File: src/rtl/srcs_pkg.sv
`default_nettype none
package srcs_pkg;

   localparam int SAMPLE_W         = 24;
   localparam int CNT_OUT_W        = 17;
   localparam int NUM_CH           = 4;
   localparam int CH_W             = 2;
   localparam int NUM_REGS         = 7;
   localparam int REG_IDX_W        = 3;
   localparam int SQ_ACC_W         = 64;
   localparam int DEF_MAX_READINGS = 65536;

   // configuration register indexes
   localparam logic [REG_IDX_W-1:0] REG_TEMP_UPPER  = 3'd0;
   localparam logic [REG_IDX_W-1:0] REG_TEMP_LOWER  = 3'd1;
   localparam logic [REG_IDX_W-1:0] REG_PRESS_UPPER = 3'd2;
   localparam logic [REG_IDX_W-1:0] REG_PRESS_LOWER = 3'd3;
   localparam logic [REG_IDX_W-1:0] REG_VIB_UPPER   = 3'd4;
   localparam logic [REG_IDX_W-1:0] REG_SPEED_UPPER = 3'd5;
   localparam logic [REG_IDX_W-1:0] REG_SPEED_LOWER = 3'd6;

   typedef logic signed [SAMPLE_W-1:0] sample_type;

   localparam sample_type REG_RESET [NUM_REGS] = '{
      24'sd217600, -24'sd10240, 24'sd30720, 24'sd128,
      24'sd3840, 24'sd3840000, 24'sd256000
   };

   localparam logic KIND_VERDICT = 1'b0;
   localparam logic KIND_STATS   = 1'b1;

   typedef struct packed {
      sample_type temperature;
      sample_type pressure;
      sample_type vibration;
      sample_type shaft_speed;
      logic       final_reading;
   } req_type;

   typedef struct packed {
      logic                 result_kind;
      logic [NUM_CH-1:0]    channel_flags;
      logic                 any_out_of_range;
      logic [CH_W-1:0]      channel;
      sample_type           ch_min;
      sample_type           ch_max;
      sample_type           ch_mean;
      logic [SAMPLE_W-1:0]  ch_rms;
      logic [CNT_OUT_W-1:0] ch_anomalies;
      logic [CNT_OUT_W-1:0] reading_count;
      logic [CNT_OUT_W-1:0] out_of_range_total;
      logic                 last_result;
   } rsp_type;

   typedef struct packed {
      logic accum;
      logic first;
      logic clear;
   } lane_ctl_type;

   typedef enum logic [1:0] {
      ST_RUN,
      ST_SETTLE,
      ST_START,
      ST_CALC
   } ctrl_state_type;

   typedef enum logic [1:0] {
      DSQ_IDLE,
      DSQ_DIV,
      DSQ_ROOT
   } dsq_state_type;

endpackage
`default_nettype wire

File: src/rtl/srcs_lane.sv
`default_nettype none
module srcs_lane #(
   parameter bit HAS_LOWER = 1'b1,
   parameter int SUM_W     = 41,
   parameter int CNT_W     = 17
) (
   input  wire logic                   clock,
   input  wire logic                   reset,
   input  wire srcs_pkg::lane_ctl_type ctl,
   input  wire srcs_pkg::sample_type   sample,
   input  wire srcs_pkg::sample_type   upper,
   input  wire srcs_pkg::sample_type   lower,
   output logic                        flag,
   output srcs_pkg::sample_type        min_o,
   output srcs_pkg::sample_type        max_o,
   output logic signed [SUM_W-1:0]     sum_o,
   output logic [srcs_pkg::SQ_ACC_W-1:0] sumsq_o,
   output logic [CNT_W-1:0]            faults_o
);
   import srcs_pkg::*;

   sample_type                 min_ff, min_in;
   sample_type                 max_ff, max_in;
   logic signed [SUM_W-1:0]    sum_ff, sum_in;
   logic [SQ_ACC_W-1:0]        sumsq_ff, sumsq_in;
   logic [CNT_W-1:0]           faults_ff, faults_in;
   logic [2*SAMPLE_W-1:0]      sq_ff, sq_in;
   logic                       sq_vld_ff, sq_vld_in;
   logic [SAMPLE_W-1:0]        mag;

   // strict window check
   assign flag = (sample > upper) || (HAS_LOWER && (sample < lower));

   assign mag   = sample[SAMPLE_W-1] ? (~sample + 1'b1) : sample;
   assign sq_in = (2*SAMPLE_W)'(mag) * (2*SAMPLE_W)'(mag);
   assign sq_vld_in = ctl.accum;

   // update running statistics
   always_comb begin
      min_in    = min_ff;
      max_in    = max_ff;
      sum_in    = sum_ff;
      faults_in = faults_ff;
      sumsq_in  = sumsq_ff;
      if (sq_vld_ff) begin
         sumsq_in = sumsq_ff + SQ_ACC_W'(sq_ff);
      end
      if (ctl.clear) begin
         min_in    = '0;
         max_in    = '0;
         sum_in    = '0;
         sumsq_in  = '0;
         faults_in = '0;
      end else if (ctl.accum) begin
         if (ctl.first || sample < min_ff) min_in = sample;
         if (ctl.first || sample > max_ff) max_in = sample;
         sum_in = sum_ff + SUM_W'(sample);
         if (flag) faults_in = faults_ff + 1'b1;
      end
   end

   always_ff @(posedge clock) begin
      if (reset) begin
         min_ff    <= '0;
         max_ff    <= '0;
         sum_ff    <= '0;
         sumsq_ff  <= '0;
         faults_ff <= '0;
         sq_vld_ff <= 1'b0;
      end else begin
         min_ff    <= min_in;
         max_ff    <= max_in;
         sum_ff    <= sum_in;
         sumsq_ff  <= sumsq_in;
         faults_ff <= faults_in;
         sq_vld_ff <= sq_vld_in;
      end
   end

   // hold the square for the next cycle's add
   always_ff @(posedge clock) begin
      sq_ff <= sq_in;
   end

   assign min_o    = min_ff;
   assign max_o    = max_ff;
   assign sum_o    = sum_ff;
   assign sumsq_o  = sumsq_ff;
   assign faults_o = faults_ff;

endmodule
`default_nettype wire

File: config.mk
export PLATFORM = sky130hd
export DESIGN_NAME = srcs_lane
export DESIGN_NICKNAME = d
export VERILOG_FILES = /design/src/rtl/srcs_pkg.sv /design/src/rtl/srcs_lane.sv
export SDC_FILE = /design/constraint.sdc
export NUM_CORES = 2
export LEC_CHECK = 0
export CORE_MARGIN = 2
export CORE_UTILIZATION = 55
export DETAILED_ROUTE_END_ITERATION = 10
export DONT_BUFFER_PORTS = 1
export PLACE_DENSITY = 0.73
export SYNTH_ARGS = -nofsm -noshare
export SYNTH_HDL_FRONTEND = slang
export SYNTH_SLANG_ARGS = --single-unit
File: constraint.sdc
create_clock -name clock -period 8.7 [get_ports clock]
set_input_delay 0.435 -clock clock [delete_from_list [all_inputs] [get_ports clock]]
set_output_delay 0.435 -clock clock [all_outputs]
set_load 0.01 [all_outputs]
# After elaboration in Yosys (flattened, before gate mapping)
# Index checks and enable logic that the tools add are counted.
[word_totals]
ff_bits = 219
in_bits = 77
wordCells = 25
[classes]
addsub = 4
mul = 1
order_cmp = 4
muxes = 1
n_bitwise = 1
reduce_logical = 7
[ops]
columns = ["op", "count"]
rows = [
  ["$add 64x48->64", 1],
  ["$gt 24x24->1", 2],
  ["$lt 24x24->1", 2],
  ["$mul 24x24->48", 1],
  ["$add 41x24->41", 1],
  ["$add 24x1->24 const B", 1],
  ["$mux 24", 1],
  ["$not 24->24", 1],
  ["$add 17x1->17 const B", 1],
  ["$reduce_and 2->1", 3],
  ["$logic_or 1x1->1", 3],
  ["$reduce_or 2->1", 1],
]

# Depth between registers and ports, before layout
[depth]
ltp_word = 4
ltp_mapped = 36
ltp_nobuf = 34

# Worst setup path after synthesis
# OpenSTA, ideal clock, no wires.
[synth_path]
kind = "input to register"
startpoint = "input port sample[0]"
endpoint = "register sq_ff[44]"
setup_time_ns = 0.072
arrival_ns = 8.733
required_ns = 8.628
path_slack_ns = -0.106
stages = 29
cell_sequence = "inv_1 > clkbuf_1 > ha_1 > nand2_1 > or3_1 > o41ai_1 > xnor2_1 > clkinv_1 > buf_2 > nor2_1 > fa_1 > fa_1 > fa_1 > inv_1 > fa_1 > fa_1 > inv_1 > fa_1 > fa_1 > ha_1 > a21o_1 > a211o_1 > a211o_1 > o311a_1 > a31oi_4 > o311ai_1 > a21o_1 > a21oi_1 > xnor2_1"
[synth_via]
elab_chain_len = 4
[synth_lines]
columns = ["item", "line", "source"]
rows = [
  ["start: declaration", "srcs_lane.sv:10", "input wire srcs_pkg::sample_type sample,"],
  ["$not 24->24", "srcs_lane.sv:34", "assign mag = sample[SAMPLE_W-1] ? (~sample + 1'b1) : sample;"],
  ["$add 24x1->24", "srcs_lane.sv:34", ""],
  ["$mux 24 *", "srcs_lane.sv:34", ""],
  ["$mul 24x24->48 *", "srcs_lane.sv:35", "assign sq_in = (2*SAMPLE_W)'(mag) * (2*SAMPLE_W)'(mag);"],
  ["named net sq_in[44]", "srcs_lane.sv:27", "logic [2*SAMPLE_W-1:0] sq_ff, sq_in;"],
  ["end signal: assignment", "srcs_lane.sv:82", "sq_ff <= sq_in;"],
  ["end: declaration", "srcs_lane.sv:27", ""],
]
# Mark *: on every way through the listed nets, which the timed path passes. The rest lies on a longest branch.
# A chain may end at the register's enable or synchronous reset.

# Worst setup path in the final report
[layout_path]
startpoint = "input port sample[6]"
endpoint = "register sq_ff[43]"
# The elaborated chain is that of the path after synthesis.

==> flow_summary.toml <==
[clocking]
clk_pin_slew_ns = 0.06
clock-root-buffer = "clkbuf_16"
numCtsBuffers = 25
clock-sinks = 218
cts_setup_buffers = 0
h-tree-depth = 1
clkLatencyLatePin_ns = 0.57
cts_buffer_depth = 3
cts_tree = "yes"

[yosys]
synth_ff_type = "dfxtp_1"
synth_area_leader_cell = "fa_1"
synth_edf_count = 0
synth_area_per_cell_sq_um = 8.78
seq_area_frac_synth = 0.143
synth_top_area_share = 0.280
yosys_register_bits = 218
synthCells = 3481
synth_cell_types = 89
synthesis.area_sq_um = 30600
synthArstFlopShare = 0
synth_area_leaders = "fa_1 28%, ha_1 14%, dfxtp_1 14%, inv_1 8.3%, nor2_1 4.0%"
ys_warn_count = 0

[cells_and_area]
area.growth.synth_to_final_pct = 8.38
drive_above_1_share = 0.0640
stdcell_count = 4326
fin_nets = 4418
n_antenna_cell = 0
post-route-util = 0.603

[timing]
hold_violations = 0
skew_ns = 0.0367
fin_ws_ns = 0.341
slew_violations = 0
min_period_ns = 8.36
setup_viol_count_final = 0
worst_pin_slew_ns = 1.00
fmax_ghz = 0.120
rsz0062_at_grt = "false"
layout_worst_path_cycle_share = 0.961
relSlewSlack = 0.327

[worst_setup_path]
crit_required_ns = 9.12
rr_worst_depth = 11
crit_top_cell = "fa_1"
slowest_stage = "fa_1"
cp_max_fo = 12
crit_path_max_incr_delay_ns = 0.56
crit_path_end_kind = "register"
cp.arrival_ns = 8.78
start_kind = "primary input"
critPathKind = "in -> reg"

[global_route]
met3_usage = 0.0584
top_usage_layer = "met2"
first_global_vias = 24100
grt_pass1_wl_mm = 132
use_met2 = 0.460
track_usage = 0.292
antenna_found_initial = 1
grt_max_degree = 57
overflow = 0
groute.layer.met1.usage = 0.408

[routing]
drcViolationCount = 0
vias = 24300
first_pass_iters = 5
drt_iter0_drc = 1637
drt-total-wl_mm = 82.4
ant_nets = 0
wl_per_cell_um = 19.0
routed_via_density = 5.61

[die]
fp.dieH_um = 240
rows = 86
ios = 248
die-area_sq_um = 57500
die_x_um = 240
start_util = 0.556
core_sq_um = 55000

[place]
dpl_worst_slack_ns = -0.230
dp_hpwl_mm = 67.6
dp.cells = 4269
gp_congestion = 0.968
portBuffers = 0

[run_status]
status = "complete, no violations"

[flow_run]
maxCapViolCount = 0

[worst_hold_path]
hp-class = "in -> reg"
min_delay_path_depth = 1
## per-stage QoR
step	setup TNS [ns]	instance area, sq um	hold slack, ns
2_1_floorplan	0	30600	0.463
5_1_grt	0	33100	0.0123
3_3_place_gp	-0.985	32200	0.482
4_1_cts	0	33100	0.000835
6_report	0	33100	0.0214
3_5_place_dp	-1.69	32200	0.470
## Yosys cell counts (28+ instances only)
| cell | n |
|---|---|
| inv_1 | 674 |
| fa_1 | 428 |
| ha_1 | 352 |
| nor2_1 | 322 |
| nand2_1 | 236 |
| dfxtp_1 | 218 |
| a21oi_1 | 144 |
| a21o_1 | 133 |
| xnor2_1 | 95 |
| mux2i_1 | 84 |
| clkbuf_1 | 77 |
| o21ai_0 | 77 |
| xor2_1 | 57 |
| nand4_1 | 48 |
| nand3_1 | 43 |
| nor3_1 | 30 |
| a31oi_1 | 28 |
## placed cells by master, fill, tap and decap left out, types with 21 or more instances in the layout
cell type and count:
nand4_1 48, a21oi_1 144, o21ai_0 77, o21bai_1 23, ha_1 352, xor2_1 57
a22o_1 26, a31oi_1 28, nand2_1 236, fa_1 428, buf_4 129, inv_1 674
o21a_1 23, nand3_1 43, or3_1 23, a21o_1 133, nor3_1 30, clkbuf_16 25
dfxtp_1 217, mux2i_1 84, and3_1 27, a211oi_1 26, xnor2_1 94, nor2_1 321
nor2b_1 21
## metal layers
| metal | share of wire | vias up |
|---|---|---|
| met5 | 0.00012 | - |
| met4 | 0.032 | 2 |
| met3 | 0.082 | 138 |
| met2 | 0.44 | 831 |
| met1 | 0.44 | 11800 |
| li1 | - | 11500 |
## timing repair
item	in CTS	in global routing
endpoints found under the setup margin	0	6
endpoints found under the hold margin	17	0
resized for setup	0	2
hold buffers	13	0
## worst max-delay path: cells and delay by family
family | cells | cell delay, ns
AOI/OAI and AO/OA | 7 | 1.51
xor gates and xnor gates | 2 | 0.41
adders and majority gates | 8 | 3.86
buffers and inverters | 9 | 1.00
and+or+nand+nor | 6 | 1.58
## cell type report
type / count / area, sq um
multi-input combinational: 2484 / 23300
fill: 4796 / 21800
sequential: 218 / 4370
inverter: 688 / 2580
timing repair buffer: 144 / 1140
tap: 748 / 936
clock buffer: 34 / 699
clock inverter: 10 / 124
## worst paths after layout
check,start,end,slack [ns]
worst min register to register,sumsq_o[54]$_SDFFE_PP0P_,sumsq_o[54]$_SDFFE_PP0P_,0.55
worst max-delay path,sample[6],sq_ff[43]$_DFF_P_,0.34
worst min-delay path,sample[10],min_o[10]$_SDFFE_PP0P_,0.02
worst max register to register,sumsq_o[13]$_SDFFE_PP0P_,sumsq_o[56]$_SDFFE_PP0P_,4.99
## registers in the layout (all words and copies together), names as in the netlist
signal / flops
sum_o: 41
sumsq_o: 64
sq_ff: 47
max_o: 24
faults_o: 17
min_o: 24
sq_vld_ff: 1
## kinds of logic (layout without fill, tap and decap cells)
kind of cell               count (synthesis)  in the layout  synth area share
muxes                                     85             85            0.0279
adders and majority gates                780            780             0.424
xor gates and xnor gates                 155            155            0.0455
and+or+nand+nor                          835            835             0.124
DFF                                      218            218             0.143
AOI/OAI and AO/OA                        612            612             0.137
buffers and inverters                    794            876            0.0984
other                                      2             17          0.000246
Power is not shown: default switching activity piles up to over one toggle a cycle in this logic, so the estimate is an artifact.
