==> src/rtl/srcs_pkg.sv <==
`default_nettype none
package srcs_pkg;

   localparam int SAMPLE_W         = 24;
   localparam int CNT_OUT_W        = 17;
   localparam int NUM_CH           = 4;
   localparam int CH_W             = 2;
   localparam int NUM_REGS         = 7;
   localparam int REG_IDX_W        = 3;
   localparam int SQ_ACC_W         = 64;
   localparam int DEF_MAX_READINGS = 65536;

   // configuration register indexes
   localparam logic [REG_IDX_W-1:0] REG_TEMP_UPPER  = 3'd0;
   localparam logic [REG_IDX_W-1:0] REG_TEMP_LOWER  = 3'd1;
   localparam logic [REG_IDX_W-1:0] REG_PRESS_UPPER = 3'd2;
   localparam logic [REG_IDX_W-1:0] REG_PRESS_LOWER = 3'd3;
   localparam logic [REG_IDX_W-1:0] REG_VIB_UPPER   = 3'd4;
   localparam logic [REG_IDX_W-1:0] REG_SPEED_UPPER = 3'd5;
   localparam logic [REG_IDX_W-1:0] REG_SPEED_LOWER = 3'd6;

   typedef logic signed [SAMPLE_W-1:0] sample_type;

   localparam sample_type REG_RESET [NUM_REGS] = '{
      24'sd217600, -24'sd10240, 24'sd30720, 24'sd128,
      24'sd3840, 24'sd3840000, 24'sd256000
   };

   localparam logic KIND_VERDICT = 1'b0;
   localparam logic KIND_STATS   = 1'b1;

   typedef struct packed {
      sample_type temperature;
      sample_type pressure;
      sample_type vibration;
      sample_type shaft_speed;
      logic       final_reading;
   } req_type;

   typedef struct packed {
      logic                 result_kind;
      logic [NUM_CH-1:0]    channel_flags;
      logic                 any_out_of_range;
      logic [CH_W-1:0]      channel;
      sample_type           ch_min;
      sample_type           ch_max;
      sample_type           ch_mean;
      logic [SAMPLE_W-1:0]  ch_rms;
      logic [CNT_OUT_W-1:0] ch_anomalies;
      logic [CNT_OUT_W-1:0] reading_count;
      logic [CNT_OUT_W-1:0] out_of_range_total;
      logic                 last_result;
   } rsp_type;

   typedef struct packed {
      logic accum;
      logic first;
      logic clear;
   } lane_ctl_type;

   typedef enum logic [1:0] {
      ST_RUN,
      ST_SETTLE,
      ST_START,
      ST_CALC
   } ctrl_state_type;

   typedef enum logic [1:0] {
      DSQ_IDLE,
      DSQ_DIV,
      DSQ_ROOT
   } dsq_state_type;

endpackage
`default_nettype wire

==> src/rtl/srcs_divsqrt.sv <==
`default_nettype none
module srcs_divsqrt #(
   parameter int SUM_W = 41,
   parameter int CNT_W = 17
) (
   input  wire logic                          clock,
   input  wire logic                          reset,
   input  wire logic                          start,
   input  wire logic signed [SUM_W-1:0]       sum,
   input  wire logic [srcs_pkg::SQ_ACC_W-1:0] sumsq,
   input  wire logic [CNT_W-1:0]              count,
   output logic                               busy,
   output srcs_pkg::sample_type               mean,
   output logic [srcs_pkg::SAMPLE_W-1:0]      rms
);
   import srcs_pkg::*;

   localparam int STEP_W = $clog2(SQ_ACC_W);
   localparam int ROOT_W = SQ_ACC_W / 2;
   localparam int REM_W  = ROOT_W + 2;

   dsq_state_type         state_ff, state_in;
   logic [STEP_W-1:0]     step_ff, step_in;
   logic [CNT_W-1:0]      cnt_ff, cnt_in;
   logic                  neg_ff, neg_in;
   logic                  zero_ff, zero_in;
   logic [SQ_ACC_W-1:0]   a_ff, a_in;
   logic [SQ_ACC_W-1:0]   b_ff, b_in;
   logic [CNT_W:0]        ra_ff, ra_in;
   logic [CNT_W:0]        rb_ff, rb_in;
   logic [REM_W-1:0]      rem_ff, rem_in;
   logic [ROOT_W-1:0]     root_ff, root_in;

   logic [SUM_W-1:0]      sum_mag;
   logic [CNT_W:0]        ra_sh, rb_sh;
   logic [REM_W+1:0]      rem_sh, trial;

   assign sum_mag = sum[SUM_W-1] ? (~sum + 1'b1) : sum;
   assign ra_sh   = {ra_ff[CNT_W-1:0], a_ff[SQ_ACC_W-1]};
   assign rb_sh   = {rb_ff[CNT_W-1:0], b_ff[SQ_ACC_W-1]};
   assign rem_sh  = {rem_ff, b_ff[SQ_ACC_W-1 -: 2]};
   assign trial   = {2'b00, root_ff, 2'b01};

   // one quotient bit per cycle for both divisions, then two radicand bits per cycle
   always_comb begin
      state_in = state_ff;
      step_in  = step_ff;
      cnt_in   = cnt_ff;
      neg_in   = neg_ff;
      zero_in  = zero_ff;
      a_in     = a_ff;
      b_in     = b_ff;
      ra_in    = ra_ff;
      rb_in    = rb_ff;
      rem_in   = rem_ff;
      root_in  = root_ff;
      unique case (state_ff)
         DSQ_IDLE: begin
            if (start) begin
               state_in = DSQ_DIV;
               step_in  = STEP_W'(SQ_ACC_W - 1);
               cnt_in   = count;
               neg_in   = sum[SUM_W-1];
               zero_in  = (count == '0);
               a_in     = SQ_ACC_W'(sum_mag);
               b_in     = sumsq;
               ra_in    = '0;
               rb_in    = '0;
            end
         end
         DSQ_DIV: begin
            if (ra_sh >= {1'b0, cnt_ff}) begin
               ra_in = ra_sh - {1'b0, cnt_ff};
               a_in  = {a_ff[SQ_ACC_W-2:0], 1'b1};
            end else begin
               ra_in = ra_sh;
               a_in  = {a_ff[SQ_ACC_W-2:0], 1'b0};
            end
            if (rb_sh >= {1'b0, cnt_ff}) begin
               rb_in = rb_sh - {1'b0, cnt_ff};
               b_in  = {b_ff[SQ_ACC_W-2:0], 1'b1};
            end else begin
               rb_in = rb_sh;
               b_in  = {b_ff[SQ_ACC_W-2:0], 1'b0};
            end
            step_in = step_ff - 1'b1;
            if (step_ff == '0) begin
               state_in = DSQ_ROOT;
               step_in  = STEP_W'(ROOT_W - 1);
               rem_in   = '0;
               root_in  = '0;
            end
         end
         DSQ_ROOT: begin
            b_in = {b_ff[SQ_ACC_W-3:0], 2'b00};
            if (rem_sh >= trial) begin
               rem_in  = REM_W'(rem_sh - trial);
               root_in = {root_ff[ROOT_W-2:0], 1'b1};
            end else begin
               rem_in  = REM_W'(rem_sh);
               root_in = {root_ff[ROOT_W-2:0], 1'b0};
            end
            step_in = step_ff - 1'b1;
            if (step_ff == '0) state_in = DSQ_IDLE;
         end
         default: state_in = DSQ_IDLE;
      endcase
   end

   always_ff @(posedge clock) begin
      if (reset) begin
         state_ff <= DSQ_IDLE;
      end else begin
         state_ff <= state_in;
      end
   end

   always_ff @(posedge clock) begin
      step_ff <= step_in;
      cnt_ff  <= cnt_in;
      neg_ff  <= neg_in;
      zero_ff <= zero_in;
      a_ff    <= a_in;
      b_ff    <= b_in;
      ra_ff   <= ra_in;
      rb_ff   <= rb_in;
      rem_ff  <= rem_in;
      root_ff <= root_in;
   end

   // restore the sign of the mean, force zero for an empty batch
   assign busy = (state_ff != DSQ_IDLE);
   assign mean = zero_ff ? '0 :
                 neg_ff ? (~a_ff[SAMPLE_W-1:0] + 1'b1) : a_ff[SAMPLE_W-1:0];
   assign rms  = zero_ff ? '0 : root_ff[SAMPLE_W-1:0];

endmodule
`default_nettype wire
==> config.mk <==
export PLATFORM = sky130hd
export DESIGN_NAME = srcs_divsqrt
export DESIGN_NICKNAME = d
export VERILOG_FILES = /design/src/rtl/srcs_pkg.sv /design/src/rtl/srcs_divsqrt.sv
export SDC_FILE = /design/constraint.sdc
export NUM_CORES = 1
export LEC_CHECK = 0
export BUFFER_PORTS_ARGS = -buffer_cell sky130_fd_sc_hd__buf_2
export CORE_ASPECT_RATIO = 0.7
export CORE_UTILIZATION = 40
export CTS_CLUSTER_DIAMETER = 120
export DETAILED_ROUTE_END_ITERATION = 10
export PLACE_DENSITY_LB_ADDON = 0.1
export SYNTH_ARGS = -nofsm -noshare
export SYNTH_HDL_FRONTEND = slang
export SYNTH_SLANG_ARGS = --single-unit
==> constraint.sdc <==
create_clock -name clock -period 9.3 [get_ports clock]
set_clock_uncertainty 0.2 [all_clocks]
set_input_delay 1.86 -clock clock [delete_from_list [all_inputs] [get_ports clock]]
set_output_delay 1.86 -clock clock [all_outputs]
set_load 0.02 [all_outputs]
### Word level (Yosys, flattened, before mapping)

Cells that the tools add are included.

* bits in registers: 255
* output and inout port bits: 49
* logic and storage cells: 67

* add/subtract/negate cells: 6
* $lt $le $gt $ge: 3
* equal/unequal tests: 5
* muxes and demuxes: 28
* bitwise logic cells: 2
* reductions and logical operators: 12

Operators by type and width (number)
* $pmux W64 S3: 1
* $mux W64: 2
* $pmux W64 S2: 1
* $mux W24: 3
* $mux W34: 2
* $pmux W17 S2: 2
* $pmux W34 S2: 1
* $pmux W32 S2: 1
* $mux W17: 3
* $add A41 B1 Y41 const B: 1
* $mux W41: 1
* $not A41 Y41: 1
* $ge A18 B17 Y1: 2
* $ge A36 B34 Y1: 1
* $sub A17 B17 Y17: 2
* $sub A34 B34 Y34: 1
* $mux W32: 1
* $add A24 B1 Y24 const B: 1
* $not A24 Y24: 1
* $pmux W6 S3: 1
* $logic_not A17 Y1: 1
* $mux W6: 2
* $reduce_and A2 Y1: 4
* $logic_not A6 Y1: 1
* 11 further kinds: 19

### Depth between registers and ports, before layout

Gate-level depths: netlist of the first run.

* depth after elaboration: 5
* depth in mapped cells: 13
* depth with buffers taken out: 11

### Worst setup path after synthesis of the first run

OpenSTA, ideal clock, no wires.

* path type: register to register
* from: reg state_ff[0]
* to: reg rem_ff[0] (enable)
* library setup time: 0.581 ns
* arrival time: 5.807 ns
* data required time: 8.519 ns
* setup slack: 2.711 ns
* stages on the path, launching flop included: 7
* buffers on the path: 2
* path through: dfxtp_1 -> inv_1 -> ha_1 -> clkbuf_1 -> clkinv_1 -> clkbuf_1 -> o21ai_0

* word-level cells in the longest chain between the ends: 3
* elaborated cells between the ends (all ways): 5
* those cells by class: eq/ne: 3; reduce/logical: 2

RTL lines
* start: declaration: RTL line srcs_divsqrt.sv:22 `dsq_state_type state_ff, state_in;`
* start signal: assignment: RTL line srcs_divsqrt.sv:114 `state_ff <= state_in;`
* $eq A2 B1 Y1 / $eq A2 B2 Y1 (equally long branches): RTL line srcs_divsqrt.sv:57 `unique case (state_ff)`
* $ne A2 B2 Y1 (no source line) / $reduce_bool A2 Y1 (equally long branches)
* $reduce_and A2 Y1 (no source line) (*)
* end signal: assignment: RTL line srcs_divsqrt.sv:127 `rem_ff <= rem_in;`
* end: declaration: RTL line srcs_divsqrt.sv:31 `logic [REM_W-1:0] rem_ff, rem_in;`

Every way passes the cells marked *; elsewhere a longest branch is shown, timed or not.
A chain may end at the register's enable or synchronous reset.

### Worst setup path in the final report of the first run

* from: reg a_ff[2]
* to: out mean[21]

* word-level cells in the longest chain between the ends: 4

RTL lines
* start: declaration: RTL line srcs_divsqrt.sv:27 `logic [SQ_ACC_W-1:0] a_ff, a_in;`
* start signal: assignment: RTL line srcs_divsqrt.sv:123 `a_ff <= a_in;`
* $not A24 Y24: RTL line srcs_divsqrt.sv:134 `neg_ff ? (~a_ff[SAMPLE_W-1:0] + 1'b1) : a_ff[SAMPLE_W-1:0];`
* $add A24 B1 Y24: RTL line srcs_divsqrt.sv:134
* $mux W24: RTL line srcs_divsqrt.sv:134
* $mux W24: RTL line srcs_divsqrt.sv:133 `assign mean = zero_ff ? '0 :`
* end: declaration: RTL line srcs_divsqrt.sv:13 `output srcs_pkg::sample_type mean,`

Every way passes these cells.

==> results of run 1 <==
## sequential cells by signal (all words and copies together), names as in the netlist
register and count:
ra_ff 17, cnt_ff 17, rem_ff 34, zero_ff 1, state_ff 2, step_ff 6
neg_ff 1, b_ff 64, a_ff 64, rb_ff 17, root_ff 32
## cells in the mapped netlist, types with 5 or more instances
| master | instances | share of area, % |
|---|---|---|
| a211o_1 | 5 | 0.27 |
| nor2_1 | 219 | 5.1 |
| o21bai_1 | 10 | 0.47 |
| and2_1 | 26 | 1.0 |
| nor3_1 | 35 | 1.1 |
| nand4_1 | 18 | 0.70 |
| or2_2 | 5 | 0.19 |
| nand2b_1 | 8 | 0.31 |
| or4_1 | 7 | 0.33 |
| nand3_1 | 20 | 0.62 |
| or3_1 | 14 | 0.54 |
| o211ai_1 | 7 | 0.33 |
| a211oi_1 | 13 | 0.61 |
| nor2b_1 | 12 | 0.47 |
| xor2_1 | 59 | 3.2 |
| o21ai_0 | 109 | 3.4 |
| mux2i_1 | 20 | 1.2 |
| buf_1 | 8 | 0.19 |
| edfxtp_1 | 253 | 47 |
| nor4_1 | 15 | 0.58 |
| clkbuf_1 | 65 | 1.5 |
| o41ai_1 | 7 | 0.38 |
| buf_2 | 10 | 0.31 |
| inv_1 | 80 | 1.9 |
| a31oi_1 | 6 | 0.23 |
| ha_1 | 76 | 5.9 |
| a22oi_1 | 63 | 2.9 |
| a21oi_1 | 151 | 4.7 |
| a21o_1 | 21 | 0.98 |
| o31a_1 | 6 | 0.33 |
| nand2_1 | 154 | 3.6 |
| xnor2_1 | 41 | 2.2 |
| a21boi_0 | 5 | 0.23 |
| and3_1 | 6 | 0.23 |
| o21a_1 | 25 | 1.2 |
| o31ai_1 | 20 | 0.93 |
## per-stage QoR
step,utilization [%],total power [mW],instances,cell area [um2]
2_1_floorplan,-,1.96,1672,16100
3_3_place_gp,43.8,2.15,2304,17400
3_5_place_dp,43.8,2.16,2304,17400
4_1_cts,46.1,3.31,2356,18300
5_1_grt,46.1,3.44,2356,18300
6_report,46.1,3.27,2356,18300
## power groups by stage
stage          clock [mW]  sequential, mW  combinational [mW]
6_report             1.14            1.47               0.662
5_1_grt              1.21            1.49               0.742
4_1_cts              1.17            1.47               0.666
3_5_place_dp            0            1.49               0.662
3_3_place_gp            0            1.49               0.656
2_1_floorplan           0            1.48               0.487
## placed cells by master (no fill, tap or decap), types with 8 or more instances in the layout
cell,synthesis,final
edfxtp_1,253,253
nor2_1,219,218
buf_2,10,173
nand2_1,154,154
a21oi_1,151,150
o21ai_0,109,108
inv_1,80,80
ha_1,76,73
a22oi_1,63,63
xor2_1,59,59
xnor2_1,41,41
nor3_1,35,34
clkbuf_16,0,29
and2_1,26,26
o21a_1,25,25
nand3_1,20,20
o31ai_1,20,20
a21o_1,21,20
mux2i_1,20,20
nand4_1,18,18
nor4_1,15,15
or3_1,14,14
a211oi_1,13,13
nor2b_1,12,12
buf_4,0,11
o21bai_1,10,10
nand2b_1,8,8
## worst max-delay path by stage
stage / from / end / slack, ps / depth (start not counted)
after floorplan: state_ff[0] / rem_ff[0] / 2710 / 6
after global placement: a_ff[3] / mean[21] / 4390 / 9
after detailed placement: a_ff[2] / mean[21] / 4330 / 9
after CTS: a_ff[2] / mean[21] / 3680 / 9
after global routing: a_ff[2] / mean[21] / 3540 / 9
final: a_ff[2] / mean[21] / 3740 / 9
## critical path, cell delays in order, from the launching register on
cell and delay (ps):
edfxtp_1 470, nor4_2 350, nand2_1 130, or3_1 360, or4_1 420, or4_4 480, o41ai_2 310, xor2_1 190
nor2_1 50, buf_2 180
## kinds of logic after synthesis
kind of cell / share of synthesized area [%]
buf+inv: 4.22
flops: 47.5
mux: 1.31
simple gates: 16.4
compound gates: 19.0
xor+xnor: 5.44
fa+ha+maj: 6.16
## routing by layer
metal	share of wire (%)	global-route usage (%)
met5	0.057	0
met3	3.9	2.86
met1	53	30.0
met4	2.5	4.95
met2	41	27.4
## final cells by class
cell class / instances / area (um2) / area share (%)
repair buffers: 184 / 948 / 5.18
well taps: 535 / 669 / 3.66
inverters: 81 / 304 / 1.66
clock inverters: 20 / 180 / 0.984
multi-input cells: 1249 / 7830 / 42.8
flip-flops and latches: 255 / 7640 / 41.7
clock buffers: 32 / 737 / 4.02
==> run_results.csv, run 1 <==
group,metric,value,unit
outcome,status,"finished clean",
critical_path,critPathKind,"flip-flop to output port",
cts,clk_pin_slew,60,ps
synthesis,avgSynthCellArea,9.62,um2
synthesis,syn_inst,1672,
detailed_routing,vias,12700,
synthesis,async_flop_share,0,%
critical_path,rrSetupSlack,5270,ps
critical_path,r2r-start,"rem_ff[0]",
critical_path,r2r_end,"rem_ff[22]",
cts,cts_buffer_depth,3,
detailed_routing,first_iter_violations,961,
critical_path,crit_required,7240,ps
sta,hold_slack,323,ps
detailed_routing,wl,40600,um
die,dieArea,41000,um2
final_layout,fin_nets,2003,
sta,layout_min_cycle_time,5560,ps
synthesis,yosysSeqAreaShare,47.5,%
die,ios,174,
synthesis,synth_edf_count,253,
pwr,leakagePower,7.30,nW
pwr,p_sw_share,29.2,%
pwr,p_per_area,179,nW/um2
placement,dp_hpwl,27700,um
critical_path,path_max_fanout,5,
pwr,combPwrFrac,20.2,%
cts,numCtsBuffers,29,
cts,cts_hold_buf,0,
die,rows,61,
global_route,grt_pass1_wl,64500,um
die,die_x,242,um
synthesis,yosysUniqueCellTypes,73,
final_layout,fill_cells,3895,
synthesis,synth-main-ff-cell,"edfxtp_1",
critical_path,setup.worst_path.start_class,"flip-flop",
detailed_routing,wl_per_cell,17.2,um
pwr,intPower,2.32,mW
detailed_routing,final_antenna_net_count,0,
cts,clock_sink_count,255,
die,fp.dieH,170,um
pwr,p_sw,955,uW
worst_hold_path,worstHoldPathType,"flip-flop to flip-flop",
critical_path,rr_worst_depth,11,
sta,slew_headroom,28.9,%
detailed_routing,firstDrtPassIters,6,
synthesis,syn_area,16100,um2
die,core_area,39700,um2
synthesis,synth-seq-cells,255,
cts,h-tree-depth,1,
global_route,grt_max_degree,112,
cts,root_buffer,"clkbuf_16",
global_route,grtUsageTotal,19.2,%
final_layout,drive_gt1_share,14.5,%
worst_hold_path,whs_path_depth,2,
pwr,seqPwrFrac,45.0,%
synthesis,ys_warn_count,0,
pwr,power_frac_clock,34.8,%
placement,dp_slack,4330,ps
detailed_routing,drc,0,
sta,max_freq,180,MHz
pwr,vdd_ir_drop_max,0.131,mV
sta,worstMarginPinSlew,1070,ps
worst_hold_path,hold_start,"state_ff[1]",
sta,finalSetupTns,0,ps
worst_hold_path,min_to,"state_ff[1]",
detailed_routing,vias_per_cell,5.41,
sta,fin_ws,3740,ps
cts,clk_latency,570,ps
cts,cts_resized,0,
placement,place_congestion,0.869,
sta,hold_violations,0,
flow_run,max_cap_viol_count,0,
final_layout,area_growth,13.8,%
sta,finalCritPeriodShare,59.7,%
die,initial_core_util,40.5,%
global_route,first_global_vias,11700,
global_route,grt_overflow_total,0,
final_layout,antenna_cells,0,
sta,drv_slew,0,
sta,setup_viol,0,
cts,cts_tree,"done",
critical_path,end_kind,"output port",
placement,io_buffers,173,
sta,rsz0062_at_grt,"false",
cts,post_cts_buffers,0,
global_route,antenna_found_initial,2,
critical_path,arrival,3500,ps
synthesis,syn-num-nets,1875,
No activity file was read; power rests on OpenSTA's default activity.
==> run 2, diff against run 1 <==
- clock period: 9.3 -> 4.6 ns (I/O delays scaled with it)
==> run 2 against run 1 <==
Global-route usage up 0.26 points. Register-to-register slack worse by 4400 ps. Die area unchanged.
==> run_results.csv, run 2 (synthesis gave the netlist of run 1 again) <==
group,metric,value,unit
outcome,status,"finished clean",
worst_hold_path,worstHoldPathType,"flip-flop to flip-flop",
final_layout,reg_top3,"a_ff x64, b_ff x64, rem_ff x34",
sta,worstMarginPinSlew,1100,ps
sta,layout_min_cycle_time,4500,ps
cts,cts_buffer_depth,3,
detailed_routing,wl,41000,um
cts,clk_pin_slew,60,ps
die,ios,174,
detailed_routing,routed-wl-met3,1510,um
final_layout,layout_commonest_cell,"edfxtp_1",
critical_path,arrival,3380,ps
sta,slew_headroom,26.5,%
cts,root_buffer,"clkbuf_16",
global_route,grt_max_degree,112,
global_route,first_global_vias,12100,
global_route,grt_overflow_total,0,
detailed_routing,top_layer,"met4",
placement,dp_hpwl,28300,um
die,fp.dieH,170,um
die,dieArea,41000,um2
sta,finalSetupTns,0,ps
detailed_routing,first_iter_violations,1029,
sta,finalCritPeriodShare,97.8,%
pwr,vdd_ir_drop_max,0.289,mV
sta,setup_viol,0,
detailed_routing,vias_per_cell,5.42,
cts,h-tree-depth,1,
detailed_routing,dr_wl_met2,16700,um
flow_run,max_cap_viol_count,0,
detailed_routing,final_antenna_net_count,0,
detailed_routing,drc,0,
die,core_area,39700,um2
final_layout,fill_cells,3864,
global_route,antenna_found_initial,1,
placement,dp_cells,2311,
pwr,leakagePower,7.35,nW
final_layout,instances_no_fill,2369,
sta,drv_slew,0,
final_layout,drive_gt1_share,15.1,%
placement,place_congestion,0.890,
sta,rsz0062_at_grt,"true",
final_layout,area_growth,14.4,%
sta,hold_violations,0,
detailed_routing,wl_per_cell,17.3,um
die,die_x,242,um
critical_path,critPathKind,"flip-flop to output port",
critical_path,end_kind,"output port",
final_layout,fin_nets,2014,
placement,io_buffers,173,
cts,cts_hold_buf,0,
detailed_routing,firstDrtPassIters,5,
cts,clock_sink_count,255,
critical_path,setup.worst_path.start_class,"flip-flop",
detailed_routing,wl_met1,22000,um
critical_path,path_max_fanout,5,
sta,max_freq,222,MHz
die,rows,61,
final_layout,final_cell_mix,"253 x edfxtp_1, 218 x nor2_1, 173 x buf_2, 154 x nand2_1, 150 x a21oi_1",
pwr,p_per_area,356,nW/um2
critical_path,rrSetupSlack,910,ps
cts,cts_tree,"done",
critical_path,crit_required,3480,ps
global_route,grtUsageTotal,19.5,%
cts,numCtsBuffers,29,
global_route,grt_pass1_wl,65500,um
cts,clk_latency,560,ps
die,initial_core_util,40.5,%
detailed_routing,vias,12800,
-- run 2: critical path, cell delays in order (launching register included) --
cell and delay [ps]:
edfxtp_1 480, nor4_4 310, nand2_1 100, or3_4 350
or4_4 430, or4_4 520, o41ai_4 250, xor2_1 170
nor2_1 40, buf_2 180
-- run 2: per-layer routing --
layer,track usage (%),up-vias
li1,-,6423
met1,30.8,6113
met2,28.1,261
met3,2.36,46
met4,4.16,0
met5,0,-
-- run 2: final timing paths --
| check | end | depth (start not counted) | from |
|---|---|---|---|
| setup / recovery | mean[21] | 9 | a_ff[2] |
| hold / removal | a_ff[30] | 2 | a_ff[29] |
| setup reg to reg | rem_ff[18] | 10 | rem_ff[11] |
| hold reg to reg | a_ff[30] | 2 | a_ff[29] |
-- run 2: layout make-up --
type                    count  area (um2)  share of cell area (%)
multi-input cells        1249        7880                    42.8
flip-flops and latches    255        7640                    41.5
repair buffers            195        1030                    5.60
clock buffers              35         748                    4.06
well taps                 535         669                    3.64
inverters                  81         304                    1.65
clock inverters            18         141                   0.768
diodes                      1        2.50                  0.0136
-- run 2: through the flow --
step           setup slack [ps]  utilization [%]  hold slack [ps]  power [mW]  area [um2]
2_1_floorplan              6.28                -              268        3.97       16100
3_3_place_gp                665             44.0              300        4.34       17400
3_5_place_dp                595             44.0              310        4.36       17400
4_1_cts                    15.2             46.2              289        6.64       18300
5_1_grt                   -83.8             46.4              313        6.91       18400
6_report                    102             46.4              327        6.56       18400
-- run 2: where the power goes --
part	total (mW)	leakage [nW]	internal (mW)	switching, mW
Sequential	2.98	2.32	2.84	0.139
Clock	2.24	0.434	1.26	0.973
Combinational	1.35	4.60	0.541	0.806
-- run 2: what timing repair did --
action | in CTS | in global routing
gates cloned | 0 | 0
resized for setup | 1 | 6
endpoints found under the setup margin | 1 | 4
buffers inserted | 0 | 4
